<file path="config.mk">
export PLATFORM = sky130hd
export DESIGN_NAME = stx_etx_frame_receiver_crc8
export DESIGN_NICKNAME = d
export VERILOG_FILES = /design/src/rtl/core/sxfr_pkg.sv /design/src/rtl/core/sxfr_ram.sv /design/src/rtl/core/sxfr_ctrl.sv /design/src/rtl/core/sxfr_dpath.sv /design/src/rtl/core/stx_etx_frame_receiver_crc8.sv
export SDC_FILE = /design/constraint.sdc
export NUM_CORES = 1
export LEC_CHECK = 0
export BUFFER_PORTS_ARGS = -buffer_cell sky130_fd_sc_hd__buf_2
export CAP_MARGIN = 20
export CELL_PAD_IN_SITES_DETAIL_PLACEMENT = 0
export CELL_PAD_IN_SITES_GLOBAL_PLACEMENT = 1
export CORE_MARGIN = 2
export CORE_UTILIZATION = 57
export DETAILED_ROUTE_END_ITERATION = 10
export PLACE_DENSITY = 0.91
export SLEW_MARGIN = 10
export SYNTH_ARGS = -nofsm -noshare
export SYNTH_HDL_FRONTEND = slang
export SYNTH_SLANG_ARGS = --single-unit
</file>
<file path="constraint.sdc">
create_clock -name clk -period 6.5 [get_ports clk]
set_input_delay 0.325 -clock clk [delete_from_list [all_inputs] [get_ports clk]]
set_output_delay 0.325 -clock clk [all_outputs]
set_load 0.02 [all_outputs]
</file>
<file path="src/rtl/core/sxfr_pkg.sv">
`default_nettype none
// ----------------------------------------------------------------------------
// sxfr_pkg
// Shared types, constants and the CRC-8 step for the STX/ETX frame receiver.
// ----------------------------------------------------------------------------
package sxfr_pkg;

  localparam int MAX_PAYLOAD_DEF = 32;
  localparam int CFG_INDEX_W     = 8;
  localparam int IN_TDATA_W      = 8;
  localparam int OUT_TDATA_W     = 24;

  localparam logic [CFG_INDEX_W-1:0] REG_START_CODE = 8'd0;
  localparam logic [CFG_INDEX_W-1:0] REG_END_CODE   = 8'd1;

  localparam logic [7:0] START_CODE_RST = 8'h02;
  localparam logic [7:0] END_CODE_RST   = 8'h03;
  localparam logic [7:0] CRC_POLY       = 8'h8C;

  localparam logic [1:0] STATUS_GOOD     = 2'd0;
  localparam logic [1:0] STATUS_CRC_ERR  = 2'd1;
  localparam logic [1:0] STATUS_OVERFLOW = 2'd2;

  typedef enum logic [2:0] {
    EMIT_NONE,
    EMIT_BYTE,
    EMIT_CRC_ERR,
    EMIT_OVERFLOW,
    EMIT_EMPTY
  } emit_t;

  typedef struct packed {
    logic  open_frame;
    logic  store_byte;
    logic  rd_clear;
    logic  rd_issue;
    logic  rd_next;
    emit_t emit;
  } cmd_t;

  typedef struct packed {
    logic is_start;
    logic is_end;
    logic count_full;
    logic count_zero;
    logic crc_match;
    logic last_idx;
    logic slot_free;
  } stat_t;

  // reflected CRC-8, one byte folded LSB first
  function automatic logic [7:0] crc8_fold(input logic [7:0] crc_in, input logic [7:0] b);
    logic [7:0] c;
    logic       mix;
    c = crc_in;
    for (int i = 0; i < 8; i++) begin
      mix = c[0] ^ b[i];
      c   = {1'b0, c[7:1]};
      if (mix) begin
        c = c ^ CRC_POLY;
      end
    end
    return c;
  endfunction

endpackage
`default_nettype wire

</file>
<file path="src/rtl/core/sxfr_ram.sv">
`default_nettype none
// ----------------------------------------------------------------------------
// sxfr_ram
// Generic single-write, single-read RAM with registered read data.
// ----------------------------------------------------------------------------
module sxfr_ram #(
  parameter int WIDTH  = 8,
  parameter int DEPTH  = 32,
  parameter int ADDR_W = (DEPTH > 1) ? $clog2(DEPTH) : 1
) (
  input  wire logic              clk,
  input  wire logic              we,
  input  wire logic [ADDR_W-1:0] waddr,
  input  wire logic [WIDTH-1:0]  wdata,
  input  wire logic              re,
  input  wire logic [ADDR_W-1:0] raddr,
  output logic      [WIDTH-1:0]  rdata
);

  logic [WIDTH-1:0] mem [DEPTH];

  always_ff @(posedge clk) begin
    if (we) begin
      mem[waddr] <= wdata;
    end
    if (re) begin
      rdata <= mem[raddr];
    end
  end

endmodule
`default_nettype wire

</file>
<file path="src/rtl/core/sxfr_ctrl.sv">
`default_nettype none
// ----------------------------------------------------------------------------
// sxfr_ctrl
// Frame state machine: hunt, collect payload, check byte, payload drain.
// ----------------------------------------------------------------------------
module sxfr_ctrl (
  input  wire logic            clk,
  input  wire logic            rst,
  input  wire logic            s_tvalid,
  output logic                 s_tready,
  input  wire sxfr_pkg::stat_t stat,
  output sxfr_pkg::cmd_t       cmd
);
  import sxfr_pkg::*;

  typedef enum logic [4:0] {
    ST_HUNT  = 5'b00001,
    ST_DATA  = 5'b00010,
    ST_CHECK = 5'b00100,
    ST_RD    = 5'b01000,
    ST_OUT   = 5'b10000
  } state_t;

  state_t state;
  state_t state_next;
  logic   accept;

  always_comb begin
    unique case (state)
      ST_HUNT:  s_tready = 1'b1;
      ST_DATA:  s_tready = stat.slot_free | ~stat.count_full;
      ST_CHECK: s_tready = stat.slot_free;
      ST_RD:    s_tready = 1'b0;
      ST_OUT:   s_tready = 1'b0;
      default:  s_tready = 1'b0;
    endcase
  end

  assign accept = s_tvalid & s_tready;

  always_comb begin
    state_next     = state;
    cmd            = '0;
    cmd.emit       = EMIT_NONE;
    unique case (state)
      ST_HUNT: begin
        if (accept && stat.is_start) begin
          cmd.open_frame = 1'b1;
          state_next     = ST_DATA;
        end
      end
      ST_DATA: begin
        if (accept) begin
          if (stat.is_start) begin
            cmd.open_frame = 1'b1;
          end else if (stat.is_end) begin
            state_next = ST_CHECK;
          end else if (stat.count_full) begin
            cmd.emit   = EMIT_OVERFLOW;
            state_next = ST_HUNT;
          end else begin
            cmd.store_byte = 1'b1;
          end
        end
      end
      ST_CHECK: begin
        if (accept) begin
          state_next = ST_HUNT;
          if (!stat.crc_match) begin
            cmd.emit = EMIT_CRC_ERR;
          end else if (stat.count_zero) begin
            cmd.emit = EMIT_EMPTY;
          end else begin
            cmd.rd_clear = 1'b1;
            state_next   = ST_RD;
          end
        end
      end
      ST_RD: begin
        cmd.rd_issue = 1'b1;
        state_next   = ST_OUT;
      end
      ST_OUT: begin
        if (stat.slot_free) begin
          cmd.emit = EMIT_BYTE;
          if (stat.last_idx) begin
            state_next = ST_HUNT;
          end else begin
            cmd.rd_next = 1'b1;
            state_next  = ST_RD;
          end
        end
      end
      default: state_next = ST_HUNT;
    endcase
  end

  always_ff @(posedge clk) begin
    if (rst) begin
      state <= ST_HUNT;
    end else begin
      state <= state_next;
    end
  end

`ifndef SYNTHESIS
  a_no_input_in_drain: assert property (@(posedge clk) disable iff (rst)
    (state == ST_RD || state == ST_OUT) |-> !s_tready)
    else $error("input accepted during payload drain");

  a_drain_ends: assert property (@(posedge clk) disable iff (rst)
    (state == ST_OUT && stat.slot_free && stat.last_idx) |=> state == ST_HUNT)
    else $error("drain did not return to hunting after last byte");

  a_read_before_out: assert property (@(posedge clk) disable iff (rst)
    (state == ST_OUT && !$past(state == ST_OUT)) |-> $past(state == ST_RD))
    else $error("output step without a preceding read");
`endif

endmodule
`default_nettype wire

</file>
<file path="src/rtl/core/sxfr_dpath.sv">
`default_nettype none
// ----------------------------------------------------------------------------
// sxfr_dpath
// Code registers, CRC, payload count, payload store and output register.
// ----------------------------------------------------------------------------
module sxfr_dpath #(
  parameter int MAX_PAYLOAD = sxfr_pkg::MAX_PAYLOAD_DEF
) (
  input  wire logic                             clk,
  input  wire logic                             rst,
  input  wire logic                             cfg_valid,
  input  wire logic [sxfr_pkg::CFG_INDEX_W-1:0] cfg_index,
  input  wire logic [7:0]                       cfg_data,
  input  wire logic [7:0]                       rx_byte,
  input  wire sxfr_pkg::cmd_t                   cmd,
  output sxfr_pkg::stat_t                       stat,
  output logic                                  m_tvalid,
  input  wire logic                             m_tready,
  output logic [sxfr_pkg::OUT_TDATA_W-1:0]      m_tdata,
  output logic                                  m_tlast
);
  import sxfr_pkg::*;

  localparam int AW = (MAX_PAYLOAD > 1) ? $clog2(MAX_PAYLOAD) : 1;
  localparam int CW = $clog2(MAX_PAYLOAD + 1);

  logic [7:0]    start_code;
  logic [7:0]    end_code;
  logic [7:0]    crc;
  logic [CW-1:0] count;
  logic [AW-1:0] rd_idx;
  logic [7:0]    rd_data;
  logic [7:0]    count8;
  logic [5:0]    len;

  logic [1:0]    o_status;
  logic [7:0]    o_byte;
  logic          o_byte_valid;
  logic [5:0]    o_length;

  assign count8 = 8'(count);
  assign len    = (count8 > 8'd63) ? 6'd63 : count8[5:0];

  assign stat.is_start   = (rx_byte == start_code);
  assign stat.is_end     = (rx_byte == end_code);
  assign stat.count_full = (count8 == 8'(MAX_PAYLOAD));
  assign stat.count_zero = (count == '0);
  assign stat.crc_match  = (rx_byte == crc);
  assign stat.last_idx   = ((8'(rd_idx) + 8'd1) == count8);
  assign stat.slot_free  = ~m_tvalid | m_tready;

  always_ff @(posedge clk) begin
    if (rst) begin
      start_code <= START_CODE_RST;
      end_code   <= END_CODE_RST;
    end else if (cfg_valid) begin
      case (cfg_index)
        REG_START_CODE: start_code <= cfg_data;
        REG_END_CODE:   end_code   <= cfg_data;
        default: ;
      endcase
    end
  end

  always_ff @(posedge clk) begin
    if (rst) begin
      crc   <= '0;
      count <= '0;
    end else if (cmd.open_frame) begin
      crc   <= '0;
      count <= '0;
    end else if (cmd.store_byte) begin
      crc   <= crc8_fold(crc, rx_byte);
      count <= count + CW'(1);
    end
  end

  always_ff @(posedge clk) begin
    if (rst) begin
      rd_idx <= '0;
    end else if (cmd.rd_clear) begin
      rd_idx <= '0;
    end else if (cmd.rd_next) begin
      rd_idx <= rd_idx + AW'(1);
    end
  end

  sxfr_ram #(
    .WIDTH  (8),
    .DEPTH  (MAX_PAYLOAD),
    .ADDR_W (AW)
  ) u_store (
    .clk   (clk),
    .we    (cmd.store_byte),
    .waddr (count[AW-1:0]),
    .wdata (rx_byte),
    .re    (cmd.rd_issue),
    .raddr (rd_idx),
    .rdata (rd_data)
  );

  always_ff @(posedge clk) begin
    if (rst) begin
      m_tvalid <= 1'b0;
    end else if (cmd.emit != EMIT_NONE) begin
      m_tvalid <= 1'b1;
    end else if (m_tready) begin
      m_tvalid <= 1'b0;
    end
  end

  always_ff @(posedge clk) begin
    if (cmd.emit != EMIT_NONE) begin
      o_length     <= len;
      o_byte       <= (cmd.emit == EMIT_BYTE) ? rd_data : 8'd0;
      o_byte_valid <= (cmd.emit == EMIT_BYTE);
      m_tlast      <= (cmd.emit == EMIT_BYTE) ? stat.last_idx : 1'b1;
      case (cmd.emit)
        EMIT_CRC_ERR:  o_status <= STATUS_CRC_ERR;
        EMIT_OVERFLOW: o_status <= STATUS_OVERFLOW;
        default:       o_status <= STATUS_GOOD;
      endcase
    end
  end

  // status, payload_byte, byte_valid, frame_length from bit 0 up
  assign m_tdata = {7'd0, o_length, o_byte_valid, o_byte, o_status};

`ifndef SYNTHESIS
  a_emit_slot_free: assert property (@(posedge clk) disable iff (rst)
    (cmd.emit != EMIT_NONE) |-> stat.slot_free)
    else $error("result issued while output register held");

  a_count_bound: assert property (@(posedge clk) disable iff (rst)
    count8 <= 8'(MAX_PAYLOAD))
    else $error("payload count beyond limit");

  a_no_store_when_full: assert property (@(posedge clk) disable iff (rst)
    cmd.store_byte |-> !stat.count_full)
    else $error("payload write past store depth");
`endif

endmodule
`default_nettype wire

</file>
<file path="src/rtl/core/stx_etx_frame_receiver_crc8.sv">
`default_nettype none
// ----------------------------------------------------------------------------
// stx_etx_frame_receiver_crc8
// STX/ETX framed byte receiver with reflected CRC-8 (poly 0x8C, init 0).
//
// s_* channel takes one received byte per request. Bytes before the start
// code are dropped; payload bytes are stored and folded into the CRC until
// the end code; the byte after that is the check byte.
// m_* channel returns results: the payload bytes of a good frame (tlast on
// the final one), or a single crc error / overflow / empty-frame result.
// cfg_* writes start_code (index 0) and end_code (index 1); always ready.
// Throughput: one input byte per cycle while hunting or collecting.
// Error, overflow and empty results appear in the cycle after the request
// that causes them. A good frame drains from the payload RAM byte by
// byte: each byte is read, then loaded into the output register once it is
// free; s_tready is low during the drain.
// When m_tready is low the single output register holds the result and
// s_tready drops only for a byte that could produce another result.
// Reset (rst, synchronous) restores codes 0x02/0x03 and starts hunting.
// ----------------------------------------------------------------------------
module stx_etx_frame_receiver_crc8 #(
  parameter int MAX_PAYLOAD = sxfr_pkg::MAX_PAYLOAD_DEF
) (
  input  wire logic                             clk,
  input  wire logic                             rst,
  input  wire logic                             s_tvalid,
  output logic                                  s_tready,
  input  wire logic [sxfr_pkg::IN_TDATA_W-1:0]  s_tdata,   // rx_byte
  output logic                                  m_tvalid,
  input  wire logic                             m_tready,
  // status[1:0], payload_byte[9:2], byte_valid[10], frame_length[16:11]
  output logic [sxfr_pkg::OUT_TDATA_W-1:0]      m_tdata,
  output logic                                  m_tlast,
  input  wire logic                             cfg_valid,
  output logic                                  cfg_ready,
  input  wire logic [sxfr_pkg::CFG_INDEX_W-1:0] cfg_index,
  input  wire logic [7:0]                       cfg_data
);
  import sxfr_pkg::*;

  cmd_t  cmd;
  stat_t stat;

  assign cfg_ready = 1'b1;

  sxfr_ctrl u_ctrl (
    .clk      (clk),
    .rst      (rst),
    .s_tvalid (s_tvalid),
    .s_tready (s_tready),
    .stat     (stat),
    .cmd      (cmd)
  );

  sxfr_dpath #(
    .MAX_PAYLOAD (MAX_PAYLOAD)
  ) u_dpath (
    .clk       (clk),
    .rst       (rst),
    .cfg_valid (cfg_valid & cfg_ready),
    .cfg_index (cfg_index),
    .cfg_data  (cfg_data),
    .rx_byte   (s_tdata),
    .cmd       (cmd),
    .stat      (stat),
    .m_tvalid  (m_tvalid),
    .m_tready  (m_tready),
    .m_tdata   (m_tdata),
    .m_tlast   (m_tlast)
  );

endmodule
`default_nettype wire
</file>
==> flow_summary.toml, run 1 <==
[timing]
setup_slack_ns = 3.22
finalMaxSlewViolations = 0
finalSetupViolCount = 0
finalCriticalPeriod_ns = 3.28
tightest_slew_ns = 1.13
hold_viol = 0
timing.slew.headroom = 0.249
fmax_mhz = 305
setup_tns_ns = 0
fin_skew_ns = 0.0190
rsz0062_at_grt = "false"
fin_crit_sh = 0.505

[power_and_ir_drop]
swShare = 0.197
p_int_mw = 3.30
power_frac_comb = 0.021
p_seq_frac = 0.548
leakagePower_nw = 4.86
vdd_drop_max_mv = 0.168
clock_power_share = 0.432
p_sw_uw = 810
power.density_nw_per_um2 = 274

[setup_path]
path_depth = 8
max_stage_delay_ns = 0.55
endpoint = "u_dpath.u_store.mem[11][0]$_DFFE_PP_"
arrival_ns = 3.43
path_cells = "inv_1 > ha_1 > nand2_1 > o211ai_2 > a21o_1 > nor2_1 > buf_4 > and3_1"
cp-start-kind = "register"
critPathSlowestCell = "and3_1"
crit_family = "simple AND/OR/NAND/NOR gates"
critPathBufInv = 2
reg2regPathDepth = 8
reg2reg_from = "u_dpath.count[0]$_SDFFE_PP0P_"
startpoint = "u_dpath.count[0]$_SDFFE_PP0P_"
end_kind = "register"
crit_fanout = 36
reg2reg_to = "u_dpath.u_store.mem[11][0]$_DFFE_PP_"
critPathKind = "reg -> reg"
r2r_slack_ns = 3.22
critPathRequiredTime_ns = 6.64

[global_routing]
gr-total-overflow = 0
grt_start_max_net_pins = 69
grt_pass1_vias = 7533
antenna_found_initial = 1
grt_pass1_wl_um = 46700
grt.total_usage = 0.256

[clocking]
clkSinkCount = 323
cts_setup_buffers = 0
cts_max_level = 2
ctsHoldBuffers = 0
cts_root_buf = "clkbuf_16"
cts_buffer_depth = 3
cts.clk_slew.worst_paths_ns = 0.06
ctsResizeCount = 0
cts_tree = "yes"
clk_latency_ns = 0.51
numCtsBuffers = 34

[synthesis]
synth.yosys.warnings = 0
syn_area_per_cell_um2 = 17.7
ys_ff_latch = 323
ys_types = 55
seq_area_frac_synth = 0.687
synth_area_um2 = 13500
synth_top_area_share = 0.626
synth_top_area_cell = "edfxtp_1"
ys.flop_type = "edfxtp_1"
syn_inst = 763
synthTopCellsByCount = "edfxtp_1 (282), mux4_2 (65), dfxtp_1 (41)"
yosysMostFrequentCell = "edfxtp_1"
synth-edff-count = 282
synthTopCellsByArea = "edfxtp_1 (63%), mux4_2 (11%), dfxtp_1 (6.1%), mux4_1 (2.9%), and3_1 (1.5%)"
synthArstFlopShare = 0

[die]
core_um2 = 23400
die_h_um = 158
rows = 56
initial_utilization = 0.578
dieArea_um2 = 25000
die_w_um = 158
io_pins = 57

[hold_path]
hp-class = "in -> reg"

[cells_and_area]
antenna_cells = 0
finish.utilization = 0.640
fillers = 1589
design.final.nets = 845
area_delta_synth_final_pct = 10.7
final_cells = 1151
design_area_um2 = 15000
drive_gt1_frac = 0.213

[route]
drtAntennaViolNets = 0
route.detailed.drc = 0
wl_per_cell_um = 26.9
drt_iter0_markers = 844
vias = 7459
vias_per_cell = 6.48
totalWireLength_um = 31000
dr.pass1.iters = 5

[placed_design]
place_inst = 1094
io_buffer_count = 48
place_hpwl_um = 19000
placed_cell_area_um2 = 14000
preCtsSetupSlack_ns = 3.11
gp_congestion = 0.895

[run_status]
outcome = "finished clean"

[flow_run]
cap_violations = 0
## cells in the final DEF, fill, tap and decap left out, types with 8 or more instances in the layout
cell type,n
nor2_1,25
a211oi_1,9
nor3_1,12
a21oi_1,23
o21ai_0,11
nand3_1,13
and2_1,10
mux4_2,65
mux4_1,15
and3_1,33
conb_1,8
xor2_1,23
edfxtp_1,282
clkbuf_16,35
buf_2,48
clkbuf_1,10
mux2_2,8
dfxtp_1,39
xnor2_1,23
buf_4,9
nand2_1,16
mux2i_1,20
## power by group through the flow
stage / Combinational, mW / Clock (mW) / Sequential (mW)
6_report: 0.0842 / 1.77 / 2.25
4_1_cts: 0.0835 / 1.79 / 2.25
3_3_place_gp: 0.0782 / 0 / 2.29
5_1_grt: 0.0906 / 1.87 / 2.25
3_5_place_dp: 0.0829 / 0 / 2.29
2_1_floorplan: 0.0387 / 0 / 2.29
## worst min path at each step
stage                                                to  cells past startpoint  slack (ns)                                from
floorplan           u_dpath.u_store.mem[0][0]$_DFFE_PP_                      0        0.42                          s_tdata[0]
global placement            u_dpath.crc[4]$_SDFFE_PP0P_                      2        0.48         u_dpath.crc[4]$_SDFFE_PP0P_
detailed placement   u_dpath.start_code[4]$_SDFFE_PP0P_                      2        0.50  u_dpath.start_code[4]$_SDFFE_PP0P_
CTS                    u_dpath.end_code[1]$_SDFFE_PP1P_                      3        0.05                         cfg_data[1]
global route         u_dpath.start_code[1]$_SDFFE_PP1P_                      3        0.07                         cfg_data[1]
finish                 u_dpath.end_code[1]$_SDFFE_PP1P_                      3        0.07                         cfg_data[1]
## stage by stage
stage / hold slack (ns) / power, mW
after floorplan: 0.424 / 2.33
after global placement: 0.481 / 2.37
after detailed placement: 0.501 / 2.38
after CTS: 0.0522 / 4.13
after global routing: 0.0741 / 4.21
final: 0.0672 / 4.11
## logic make-up after synthesis
group	Yosys count	share of synthesized area
simple gates	148	0.0621
compound gates	73	0.0348
fa+ha+maj	5	0.00462
xor+xnor	46	0.0298
other cells	2	0.000555
mux	108	0.159
buf+inv	58	0.0228
flops	323	0.687
## worst register-to-register path, cell delays in order (launching register included)
cell and delay, ns:
dfxtp_1 0.53, inv_1 0.15, ha_1 0.46, nand2_1 0.23
o211ai_2 0.15, a21o_1 0.35, nor2_1 0.15, buf_4 0.34
and3_1 0.57
## registers in the layout, summed over array words and instances, names as in the netlist, 2 cells and up
| signal | flops |
|---|---|
| u_dpath.o_status | 2 |
| u_dpath.o_length | 6 |
| u_dpath.o_byte | 8 |
| u_dpath.end_code | 8 |
| u_dpath.rd_idx | 5 |
| u_ctrl.state | 5 |
| u_dpath.crc | 8 |
| u_dpath.count | 6 |
| u_dpath.u_store.rdata | 8 |
| u_dpath.u_store.mem | 256 |
| u_dpath.start_code | 8 |
## routing by layer
metal,up-vias,GRT usage,wire [µm],share of wire
met5,-,0,0,0
met4,0,0.0648,605,0.020
met3,49,0.0537,2670,0.086
met2,417,0.417,15200,0.49
met1,3840,0.359,12500,0.40
li1,3153,-,-,-
## layout make-up
class	instances	area (µm²)	area share
Inverter	7	26.3	0.00175
Timing Repair Buffer	57	308	0.0205
Tap cell	319	399	0.0266
Clock buffer	45	913	0.0610
Sequential cell	323	9290	0.620
Clock inverter	12	86.3	0.00576
Multi-Input combinational cell	388	3960	0.264
(Power assumes the default switching activity.)
==> run 2, diff against run 1 <==
- CORE_UTILIZATION: 57 -> 48
- PLACE_DENSITY: 0.91 -> 0.82
- clock period: 6.5 -> 2.9 ns (I/O delays scaled with it)
==> flow_summary.toml, run 2 (synthesis gave the netlist of run 1 again) <==
[timing]
fmax_mhz = 402
finalSetupViolCount = 0
timing.slew.headroom = 0.415
setup_tns_ns = 0
finalMaxSlewViolations = 0
fin_crit_sh = 0.857
rsz0062_at_grt = "false"
hold_viol = 0
tightest_slew_ns = 0.875
fin_skew_ns = 0.0134
finalCriticalPeriod_ns = 2.49

[route]
route.detailed.drc = 0
totalWireLength_um = 29300
wl_per_cell_um = 23.4
vias = 7264
dr.pass1.iters = 5
vias_per_cell = 5.81
drt_iter0_markers = 904
drtAntennaViolNets = 0

[power_and_ir_drop]
p_sw_mw = 1.81
leakagePower_nw = 5.10
clock_power_share = 0.441
power.density_nw_per_um2 = 604
vdd_drop_max_mv = 0.476
p_int_mw = 7.56
power_frac_comb = 0.022
p_seq_frac = 0.537
swShare = 0.193

[setup_path]
reg2regPathDepth = 6
end_kind = "register"
cp-start-kind = "register"
r2r_slack_ns = 0.41
critPathKind = "reg -> reg"
critPathSlowestCell = "and3_1"
critPathRequiredTime_ns = 3.10
reg2reg_to = "u_dpath.u_store.mem[11][4]$_DFFE_PP_"
crit_family = "simple AND/OR/NAND/NOR gates"
reg2reg_from = "u_ctrl.state[4]$_SDFFE_PP0P_"
crit_fanout = 36
arrival_ns = 2.68
critPathBufInv = 1
max_stage_delay_ns = 0.57
path_cells = "nor4_2 > o211ai_2 > a21o_1 > nor2_1 > buf_12 > and3_1"

[global_routing]
gr-total-overflow = 0
grt.total_usage = 0.202
grt_pass1_wl_um = 43800
grt_pass1_vias = 7204
grt_start_max_net_pins = 37
antenna_found_initial = 0

[cells_and_area]
seq_area_um2 = 9290
final_cells = 1250
fillers = 2148
largest_reg_flops = 256
drive_gt1_frac = 0.241
multi_input_area_um2 = 3960
final_common_cell = "edfxtp_1"
final_cell_mix = "edfxtp_1 (282), mux4_2 (65), buf_2 (48)"
area_delta_synth_final_pct = 14.7
design.final.nets = 882
antenna_cells = 0
largest-register = "u_dpath.u_store.mem"

[flow_run]
cap_violations = 0

[die]
dieArea_um2 = 29500
die_w_um = 172
initial_utilization = 0.487
rows = 61
core_um2 = 27800
io_pins = 57
die_h_um = 172

[hold_path]
min_to = "u_dpath.start_code[2]$_SDFFE_PP0P_"
hold_start = "rst"
hp-class = "in -> reg"
worstHoldPathCells = 2

[clocking]
clk_latency_ns = 0.57
numCtsBuffers = 31
cts.clk_slew.worst_paths_ns = 0.06
cts_max_level = 1
cts_root_buf = "clkbuf_16"
clkSinkCount = 323
cts_setup_buffers = 0
cts_buffer_depth = 3
cts_tree = "yes"
ctsResizeCount = 0
ctsHoldBuffers = 10

[placed_design]
io_buffer_count = 48
place_hpwl_um = 18600
place_inst = 1183
gp_congestion = 0.799

[run_status]
outcome = "finished clean"
==> run 2: metrics by stage <==
stage	hold WS [ns]	utilization	area [µm²]	setup slack [ns]	power (mW)
2_1_floorplan	0.244	-	13600	0.401	5.23
3_3_place_gp	0.385	0.517	14400	0.438	5.33
3_5_place_dp	0.393	0.517	14400	0.401	5.33
4_1_cts	0.0133	0.559	15500	0.411	9.43
5_1_grt	0.0339	0.559	15500	0.328	9.63
6_report	0.0343	0.559	15500	0.415	9.38
==> run 2: cell type report <==
cell class	instances	share of cell area
clock buffers	41	0.0537
clock inverters	16	0.0139
inverters	7	0.00169
multi-input cells	388	0.255
flip-flops and latches	323	0.599
well taps	378	0.0305
repair buffers	97	0.0464
==> run 2: per-layer routing <==
| layer | share of wire | vias to the layer above | routed length, µm | GRT usage |
|---|---|---|---|---|
| li1 | - | 3238 | - | - |
| met1 | 0.42 | 3694 | 12400 | 0.283 |
| met2 | 0.48 | 281 | 14200 | 0.334 |
| met3 | 0.066 | 51 | 1940 | 0.0277 |
| met4 | 0.026 | 0 | 754 | 0.0614 |
| met5 | 0 | - | 0 | 0 |
==> run 2: how the worst max path moves through the flow <==
stage / slack [ns] / endpoint / cells past startpoint / from
floorplan: 0.40 / u_dpath.u_store.mem[3][0]$_DFFE_PP_ / 7 / u_dpath.count[0]$_SDFFE_PP0P_
global placement: 0.44 / u_dpath.u_store.mem[9][3]$_DFFE_PP_ / 6 / u_ctrl.state[4]$_SDFFE_PP0P_
detailed placement: 0.40 / u_dpath.o_byte[6]$_SDFFCE_PN0P_ / 7 / s_tdata[1]
CTS: 0.41 / u_dpath.u_store.rdata[3]$_DFFE_PP_ / 4 / u_dpath.rd_idx[1]$_SDFFE_PP0P_
global route: 0.33 / u_dpath.u_store.mem[9][0]$_DFFE_PP_ / 6 / u_ctrl.state[4]$_SDFFE_PP0P_
finish: 0.41 / u_dpath.u_store.mem[11][4]$_DFFE_PP_ / 6 / u_ctrl.state[4]$_SDFFE_PP0P_
==> run 2: power by group through the flow <==
| stage | sequential (mW) | clock, mW | combinational (mW) |
|---|---|---|---|
| 2_1_floorplan | 5.14 | 0 | 0.0868 |
| 3_3_place_gp | 5.14 | 0 | 0.192 |
| 3_5_place_dp | 5.14 | 0 | 0.194 |
| 4_1_cts | 5.04 | 4.19 | 0.205 |
| 5_1_grt | 5.03 | 4.37 | 0.224 |
| 6_report | 5.04 | 4.13 | 0.206 |
==> run 3, diff against run 2 <==
- ABC_AREA: unset -> 1
- CORE_UTILIZATION: 48 -> 45
- PLACE_DENSITY: 0.82 -> 0.83
==> flow_summary.toml, run 3 <==
[timing]
setup_tns_ns = 0
timing.slew.headroom = 0.533
finalCriticalPeriod_ns = 2.62
setup_slack_ns = 0.276
finalSetupViolCount = 0
finalMaxSlewViolations = 0
rsz0062_at_grt = "false"
tightest_slew_ns = 0.699
hold_viol = 0
fmax_mhz = 381
fin_skew_ns = 0.0171
fin_crit_sh = 0.905

[power_and_ir_drop]
power_frac_comb = 0.058
p_sw_mw = 2.22
power.density_nw_per_um2 = 641
swShare = 0.217
vdd_drop_max_mv = 0.342
p_seq_frac = 0.498
clock_power_share = 0.445
p_int_mw = 8.03
leakagePower_nw = 5.72

[route]
route.detailed.drc = 0
totalWireLength_um = 35300
drt_iter0_markers = 1096
dr.pass1.iters = 6
vias = 9623
wl_per_cell_um = 20.3
vias_per_cell = 5.52
drtAntennaViolNets = 0

[synthesis]
synth-edff-count = 282
synthTopCellsByCount = "edfxtp_1 (282), nor2_1 (226), o21ai_0 (160)"
synth_area_um2 = 13800
synth.yosys.warnings = 0
seq_area_frac_synth = 0.675
syn_inst = 1228
synth_top_area_cell = "edfxtp_1"
synthTopCellsByArea = "edfxtp_1 (62%), nor2_1 (6.2%), dfxtp_1 (6.0%), o21ai_0 (5.8%), nand2_1 (3.8%)"
syn_area_per_cell_um2 = 11.2
synthArstFlopShare = 0
ys_ff_latch = 323
ys.flop_type = "edfxtp_1"
yosysMostFrequentCell = "edfxtp_1"
synth_top_area_share = 0.616
ys_types = 38

[clocking]
cts.clk_slew.worst_paths_ns = 0.06
numCtsBuffers = 35
cts_tree = "yes"
clk_latency_ns = 0.53
cts_buffer_depth = 3
cts_root_buf = "clkbuf_16"
clkSinkCount = 323
cts_max_level = 2

[placed_design]
gp_congestion = 0.856
place_hpwl_um = 22800
io_buffer_count = 48
preCtsSetupSlack_ns = 0.338
place_inst = 1666

[setup_path]
reg2reg_to = "u_dpath.u_store.mem[20][4]$_DFFE_PP_"
r2r_slack_ns = 0.28
startpoint = "u_dpath.count[0]$_SDFFE_PP0P_"
arrival_ns = 2.85
reg2regPathDepth = 12
critPathRequiredTime_ns = 3.13
reg2reg_from = "u_dpath.count[0]$_SDFFE_PP0P_"
endpoint = "u_dpath.u_store.mem[20][4]$_DFFE_PP_"
crit_fanout = 6
cp-start-kind = "register"
critPathKind = "reg -> reg"
end_kind = "register"

[die]
io_pins = 57
core_um2 = 30300
dieArea_um2 = 32000
die_h_um = 179
rows = 64
initial_utilization = 0.453
die_w_um = 179

[cells_and_area]
area_delta_synth_final_pct = 16.2
final_cell_mix = "edfxtp_1 (282), nor2_1 (226), o21ai_0 (160)"
fillers = 2580
seq_area_um2 = 9290
drive_gt1_frac = 0.145
largest-register = "u_dpath.u_store.mem"
largest_reg_flops = 256
antenna_cells = 0
design.final.nets = 1355
final_cells = 1743
final_common_cell = "edfxtp_1"
multi_input_area_um2 = 3830

[hold_path]
hp-class = "in -> reg"

[global_routing]
grt.total_usage = 0.226
gr-total-overflow = 0
grt_pass1_wl_um = 54000
antenna_found_initial = 0
grt_pass1_vias = 9416
grt_start_max_net_pins = 83

[flow_run]
cap_violations = 0

[run_status]
outcome = "finished clean"
## run 3: changes by cell type after synthesis, sizes merged, moves of 50 or more
cell    change
nor2      +208
o221ai     +50
nand2     +129
inv        +64
o21ai     +150
mux4       -80
## run 3: metal layers
metal	part of all wire	GRT usage	up-vias
met5	0	0	-
met4	0.047	0.112	0
met1	0.40	0.296	4578
met3	0.071	0.0312	97
met2	0.48	0.372	434
li1	-	-	4514
## run 3: how the worst min path moves through the flow
stage          startpoint                              endpoint  slack, ns  cells past startpoint
2_1_floorplan         rst          u_ctrl.state[4]$_SDFFE_PP0P_       0.21                      1
3_3_place_gp          rst          u_ctrl.state[4]$_SDFFE_PP0P_       0.35                      2
3_5_place_dp          rst          u_ctrl.state[4]$_SDFFE_PP0P_       0.36                      2
4_1_cts        s_tdata[2]  u_dpath.u_store.mem[20][2]$_DFFE_PP_       0.03                      1
5_1_grt        s_tdata[2]  u_dpath.u_store.mem[20][2]$_DFFE_PP_       0.03                      1
6_report       s_tdata[2]  u_dpath.u_store.mem[20][2]$_DFFE_PP_       0.03                      1
## run 3: per-stage QoR
stage / cell area, µm² / hold slack, ns / util / total power, mW
after floorplan: 13800 / 0.214 / - / 5.57
after global placement: 14700 / 0.353 / 0.483 / 5.77
after detailed placement: 14700 / 0.363 / 0.483 / 5.78
after CTS: 16000 / 0.0295 / 0.527 / 10.3
after global routing: 16000 / 0.0292 / 0.527 / 10.6
final: 16000 / 0.0271 / 0.527 / 10.3
## run 3: timing repair
| action | CTS | global route |
|---|---|---|
| resized for setup | 0 | 0 |
| setup buffers | 0 | 0 |
| endpoints found under the hold margin | 20 | 0 |
| hold buffers | 14 | 0 |
## run 3: kinds of logic (layout without fill, tap and decap cells)
kind of cell | after synthesis | in the layout | synth area share
fa+ha+maj | 5 | 5 | 0.00455
other cells | 2 | 8 | 0.000546
simple gates | 443 | 443 | 0.135
buf+inv | 151 | 264 | 0.0479
compound gates | 271 | 271 | 0.115
flops | 323 | 323 | 0.675
xor+xnor | 33 | 33 | 0.0216
## run 3: critical path: stages, from the launching register on
cell     delay [ns]
dfxtp_1        0.43
inv_1          0.15
ha_1           0.25
inv_1          0.07
nor2_1         0.04
nand3_1        0.11
inv_1          0.07
nor2_1         0.09
nand2_1        0.11
nor3_4         0.31
nand2_1        0.18
nor2_1         0.32
buf_4          0.21
## run 3: area by class of cell
cell class                      instances  area share
Multi-Input combinational cell        760       0.240
Sequential cell                       323       0.581
Timing Repair Buffer                  129      0.0576
Clock buffer                           41      0.0562
Clock inverter                         22      0.0172
Inverter                               72      0.0170
Tap cell                              396      0.0310
## run 3: power by group through the flow
| stage | clock (mW) | combinational, mW | sequential, mW |
|---|---|---|---|
| 6_report | 4.56 | 0.591 | 5.10 |
| 5_1_grt | 4.80 | 0.661 | 5.10 |
| 4_1_cts | 4.64 | 0.594 | 5.10 |
| 3_5_place_dp | 0 | 0.580 | 5.20 |
| 3_3_place_gp | 0 | 0.574 | 5.20 |
| 2_1_floorplan | 0 | 0.370 | 5.21 |
